<file path="config.mk">
export PLATFORM = sky130hd
export DESIGN_NAME = ttc_ctrl
export DESIGN_NICKNAME = d
export VERILOG_FILES = /design/src/hdl/ttc_pkg.sv /design/src/hdl/ttc_ctrl.sv
export SDC_FILE = /design/constraint.sdc
export NUM_CORES = 1
export LEC_CHECK = 0
export BUFFER_PORTS_ARGS = -buffer_cell sky130_fd_sc_hd__clkbuf_2
export CAP_MARGIN = 20
export CORE_AREA = 2 2 39 41
export CTS_CLUSTER_DIAMETER = 150
export CTS_CLUSTER_SIZE = 16
export DETAILED_ROUTE_END_ITERATION = 7
export DIE_AREA = 0 0 41 43
export SYNTH_ARGS = -nofsm -noshare
export SYNTH_HDL_FRONTEND = slang
export SYNTH_SLANG_ARGS = --single-unit
export TNS_END_PERCENT = 30
</file>
<file path="constraint.sdc">
create_clock -name i_clk -period 1.6 [get_ports i_clk]
set_input_delay 0.24 -clock i_clk [delete_from_list [all_inputs] [get_ports i_clk]]
set_output_delay 0.24 -clock i_clk [all_outputs]
set_load 0.03 [all_outputs]
</file>
<file path="src/hdl/ttc_pkg.sv">
// Shared constants, payload types, controller states and control structs of the correlator.
package ttc_pkg;

    // Sizes of the stores and of the histogram
    localparam int MAX_BINS  = 64;
    localparam int MAX_TAGS  = 1024;
    localparam int TAG_WIDTH = 48;

    localparam int TAG_IDX_W = $clog2(MAX_TAGS);
    localparam int TAG_CNT_W = $clog2(MAX_TAGS + 1);
    localparam int BIN_IDX_W = 6;
    localparam int NB_W      = 7;
    localparam int COUNT_W   = 21;
    localparam int OFF_W     = 41;
    localparam int DIFF_W    = TAG_WIDTH + 2;
    localparam int CFG_IDX_W = 1;

    localparam logic [COUNT_W-1:0]   COUNT_MAX = {COUNT_W{1'b1}};
    localparam logic [TAG_CNT_W-1:0] TAGS_FULL = TAG_CNT_W'(MAX_TAGS);
    localparam logic [NB_W-1:0]      NB_MAX    = NB_W'(MAX_BINS);
    localparam logic [NB_W-1:0]      NB_RESET  = NB_W'(64);

    // Request codes
    localparam logic [1:0] REQ_LOAD_LEFT  = 2'd0;
    localparam logic [1:0] REQ_LOAD_RIGHT = 2'd1;
    localparam logic [1:0] REQ_RUN        = 2'd2;

    // Configuration register indexes
    localparam logic [CFG_IDX_W-1:0] CFG_FIRST_BIN_OFFSET = 1'd0;
    localparam logic [CFG_IDX_W-1:0] CFG_NUM_BINS         = 1'd1;

    typedef struct packed {
        logic [1:0]           req_type;
        logic [TAG_WIDTH-1:0] tag_time;
    } t_in_word;

    typedef struct packed {
        logic [BIN_IDX_W-1:0] bin_index;
        logic [COUNT_W-1:0]   bin_count;
        logic                 last_bin;
        logic                 tags_dropped;
    } t_out_word;

    typedef enum logic [3:0] {
        S_IDLE,
        S_START,
        S_LRD,
        S_LCAP,
        S_RRD,
        S_CLS,
        S_DEC,
        S_HINC,
        S_ERD,
        S_EOUT,
        S_EWAIT
    } t_state;

    // Commands from the controller to the datapath
    typedef struct packed {
        logic in_fire;
        logic run_init;
        logic left_cap;
        logic diff_calc;
        logic below;
        logic hist_rd;
        logic hist_inc;
        logic j_next;
        logic i_next;
        logic emit_load;
        logic emit_pop;
        logic clear_all;
    } t_cmd;

    // Status from the datapath to the controller
    typedef struct packed {
        logic run_req;
        logic any_empty;
        logic cls_below;
        logic cls_above;
        logic j_last;
        logic i_last;
        logic bin_last;
        logic out_taken;
    } t_sts;

endpackage

</file>
<file path="src/hdl/ttc_ctrl.sv">
// Controller: sequences loading, the pair scan and the histogram emit.
module ttc_ctrl (
    input  logic          i_clk,
    input  logic          i_rst_n,
    input  logic          i_in_valid,
    output logic          o_in_ready,
    input  ttc_pkg::t_sts i_sts,
    output ttc_pkg::t_cmd o_cmd
);
    import ttc_pkg::*;

    t_state r_state, n_state;

    // State register
    always_ff @(posedge i_clk) begin
        if (!i_rst_n) begin
            r_state <= S_IDLE;
        end else begin
            r_state <= n_state;
        end
    end

    // Next state
    always_comb begin
        n_state = r_state;
        case (r_state)
            S_IDLE: begin
                if (i_in_valid && i_sts.run_req) begin
                    n_state = S_START;
                end
            end
            S_START: begin
                n_state = i_sts.any_empty ? S_ERD : S_LRD;
            end
            S_LRD:  n_state = S_LCAP;
            S_LCAP: n_state = S_RRD;
            S_RRD:  n_state = S_CLS;
            S_CLS:  n_state = S_DEC;
            S_DEC: begin
                if (i_sts.cls_above) begin
                    n_state = i_sts.i_last ? S_ERD : S_LRD;
                end else if (i_sts.cls_below) begin
                    if (!i_sts.j_last) begin
                        n_state = S_RRD;
                    end else begin
                        n_state = i_sts.i_last ? S_ERD : S_LRD;
                    end
                end else begin
                    n_state = S_HINC;
                end
            end
            S_HINC: begin
                if (!i_sts.j_last) begin
                    n_state = S_RRD;
                end else begin
                    n_state = i_sts.i_last ? S_ERD : S_LRD;
                end
            end
            S_ERD:  n_state = S_EOUT;
            S_EOUT: n_state = S_EWAIT;
            S_EWAIT: begin
                if (i_sts.out_taken) begin
                    n_state = i_sts.bin_last ? S_IDLE : S_ERD;
                end
            end
            default: n_state = S_IDLE;
        endcase
    end

    // Commands
    always_comb begin
        o_cmd      = '0;
        o_in_ready = (r_state == S_IDLE);
        case (r_state)
            S_IDLE: begin
                o_cmd.in_fire = i_in_valid;
            end
            S_START: begin
                o_cmd.run_init = 1'b1;
            end
            S_LCAP: begin
                o_cmd.left_cap = 1'b1;
            end
            S_CLS: begin
                o_cmd.diff_calc = 1'b1;
            end
            S_DEC: begin
                if (i_sts.cls_above) begin
                    o_cmd.i_next = !i_sts.i_last;
                end else if (i_sts.cls_below) begin
                    o_cmd.below  = 1'b1;
                    o_cmd.j_next = !i_sts.j_last;
                    o_cmd.i_next = i_sts.j_last && !i_sts.i_last;
                end else begin
                    o_cmd.hist_rd = 1'b1;
                end
            end
            S_HINC: begin
                o_cmd.hist_inc = 1'b1;
                o_cmd.j_next   = !i_sts.j_last;
                o_cmd.i_next   = i_sts.j_last && !i_sts.i_last;
            end
            S_EOUT: begin
                o_cmd.emit_load = 1'b1;
            end
            S_EWAIT: begin
                o_cmd.emit_pop  = i_sts.out_taken && !i_sts.bin_last;
                o_cmd.clear_all = i_sts.out_taken && i_sts.bin_last;
            end
            default: begin
                o_cmd = '0;
            end
        endcase
    end

endmodule

</file>
==> qor.csv <==
metric,value,unit
status,"complete, no violations",
grt_usage,0.1365,
die_x,41,µm
ff2ff_setup_slack,250,ps
htree_num_levels,1,
cts.sinks,4,
arrival,1310,ps
first_global_vias,404,
cellLeakagePower,0.2826,nW
die_area,1763,µm²
grt_max_degree,12,
numCtsBuffers,3,
io_pins,24,
dpl.hpwl,840,µm
ys.flop_type,dfxtp_1,
drt_iter0_markers,11,
vias_per_cell,5.087,
synth_area_leaders,"dfxtp_1 (20%), nand2_1 (7.4%), nand2b_1 (6.2%)",
grt_first_pass_wirelength,1.690,mm
finalMaxSlewViolations,0,
yosysMostFrequentCell,nand2_1,
antenna_left,0,
startpoint,r_state[2]$_SDFFE_PN0P_,
cts-root-buf,clkbuf_4,
firstDrtPassIters,4,
clk_latency,230,ps
gp_congestion,0.8175,
core-area,1384,µm²
max_freq,643.3,MHz
peakVddDrop,465.3,µV
overflow,0,
synth-edff-count,0,
wl_per_cell,10.67,µm
ys_top_cells_by_count,"nand2_1 (8), nor2_1 (6)",
avgSynthCellArea,6.646,µm²
synth_top_cell_area_share,0.1975,
cp-endpoint,o_cmd[11],
cts_buffer_depth,2,
worstSetupStartpointType,flop,
path_class,reg -> out,
fin_skew,1.569,ps
die_h,43,µm
hold_violations,0,
final_nets,100,
drc,0,
reg.largest.list,r_state (4),
min_period_over_period,0.9716,
vias,524,
min_period,1555,ps
synth-seq-cells,4,
start_util,0.2929,
cts_hold_buf,0,
rr_startpoint,r_state[3]$_SDFFE_PN0P_,
slew_headroom,0.8234,
drive_gt1_frac,0.4253,
setup_viol,0,
hold_path.class,in -> reg,
ys_warn_count,0,
yosysTopAreaCell,dfxtp_1,
largest_reg_flops,4,
tightest_slew,264.1,ps
async_flop_share,0,
area_delta_synth_final,50.93,%
routed_wl,1.099,mm
rr_worst_depth,5,
rsz0062_at_grt,yes,
p_total,0.6685,mW
antenna_found_initial,0,
syn_area,405.4,µm²
crit_required,1360,ps
top_register,r_state,
cp-end-kind,output pin,
synthCells,61,
r2r_end,r_state[3]$_SDFFE_PN0P_,
synth_cell_types,25,
synth.net_count,72,
io_buffer_count,23,
tns,0,ps
critPathMaxFanout,9,
cts_tree,yes,
fin_hold_ws,242.4,ps
antennaDiodeCount,0,
rows,14,
cap_viol_max_count,0,
post-route-util,0.4421,
cts.clk_slew.worst_paths,40,ps
synth-seq-area-share,0.1975,
p_per_area,1093,nW/µm²
-- cell usage in the layout (no fill, tap or decap), types with 3 or more instances in the layout --
master,synthesis,routed
clkbuf_4,0,6
nor2_1,6,5
nand2_1,8,8
inv_1,3,3
nor2b_1,3,3
clkbuf_2,0,17
nand2b_1,4,3
o21ai_0,3,3
nor3_1,4,3
buf_4,2,4
a21oi_1,4,4
-- per-layer routing --
| metal | GRT usage | wire length [µm] | vias up | part of all wire |
|---|---|---|---|---|
| met5 | 0 | 0 | - | 0 |
| met4 | 0.06000 | 0 | 0 | 0 |
| met3 | 0.01571 | 67 | 0 | 0.061 |
| met2 | 0.1813 | 483 | 16 | 0.44 |
| met1 | 0.2122 | 549 | 233 | 0.50 |
| li1 | - | - | 275 | - |
-- worst min path at each step --
stage | startpoint | endpoint | depth (start not counted)
after floorplan | i_rst_n | r_state[3]$_SDFFE_PN0P_ | 1
after global placement | i_sts[7] | r_state[0]$_SDFFE_PN0P_ | 3
after detailed placement | i_sts[7] | r_state[0]$_SDFFE_PN0P_ | 3
after CTS | i_sts[7] | r_state[0]$_SDFFE_PN0P_ | 3
after global routing | i_sts[7] | r_state[0]$_SDFFE_PN0P_ | 3
final | i_sts[7] | r_state[0]$_SDFFE_PN0P_ | 3
-- logic make-up after synthesis --
| family | Yosys count | synth area share |
|---|---|---|
| AOI/OAI and AO/OA | 17 | 0.2901 |
| and+or+nand+nor | 34 | 0.4352 |
| buffers and inverters | 6 | 0.07714 |
| DFF | 4 | 0.1975 |
-- critical path, cell delays in order (launching register included) --
cell and delay (ps):
dfxtp_2 360, buf_4 150, nor4_4 240, and2_1 160
clkbuf_4 180
-- per-stage QoR --
stage	area, µm²	cells	setup slack [ps]
floorplan	420.4	61	-216.2
global placement	558.0	100	169.7
detailed placement	558.0	100	134.6
CTS	591.8	103	0.04574
global route	611.8	103	-68.28
finish	611.8	103	45.49
-- power by group --
group	total [mW]	internal, mW	switching (mW)
logic	0.363	0.158	0.205
registers	0.186	0.129	0.0566
clock network	0.120	0.0836	0.0361
-- final cells by class --
| cell class | count | area, µm² |
|---|---|---|
| well taps | 16 | 20.02 |
| flip-flops and latches | 4 | 86.33 |
| clock buffers | 3 | 22.52 |
| inverters | 3 | 11.26 |
| fillers | 144 | 772.0 |
| repair buffers | 26 | 147.6 |
| multi-input cells | 51 | 324.1 |
-- timing repair --
action                     CTS  global route
setup endpoints to repair    5             6
hold endpoints to repair     0             0
resized for setup            5            12
buffers inserted             0             0
(Power assumes the default switching activity.)
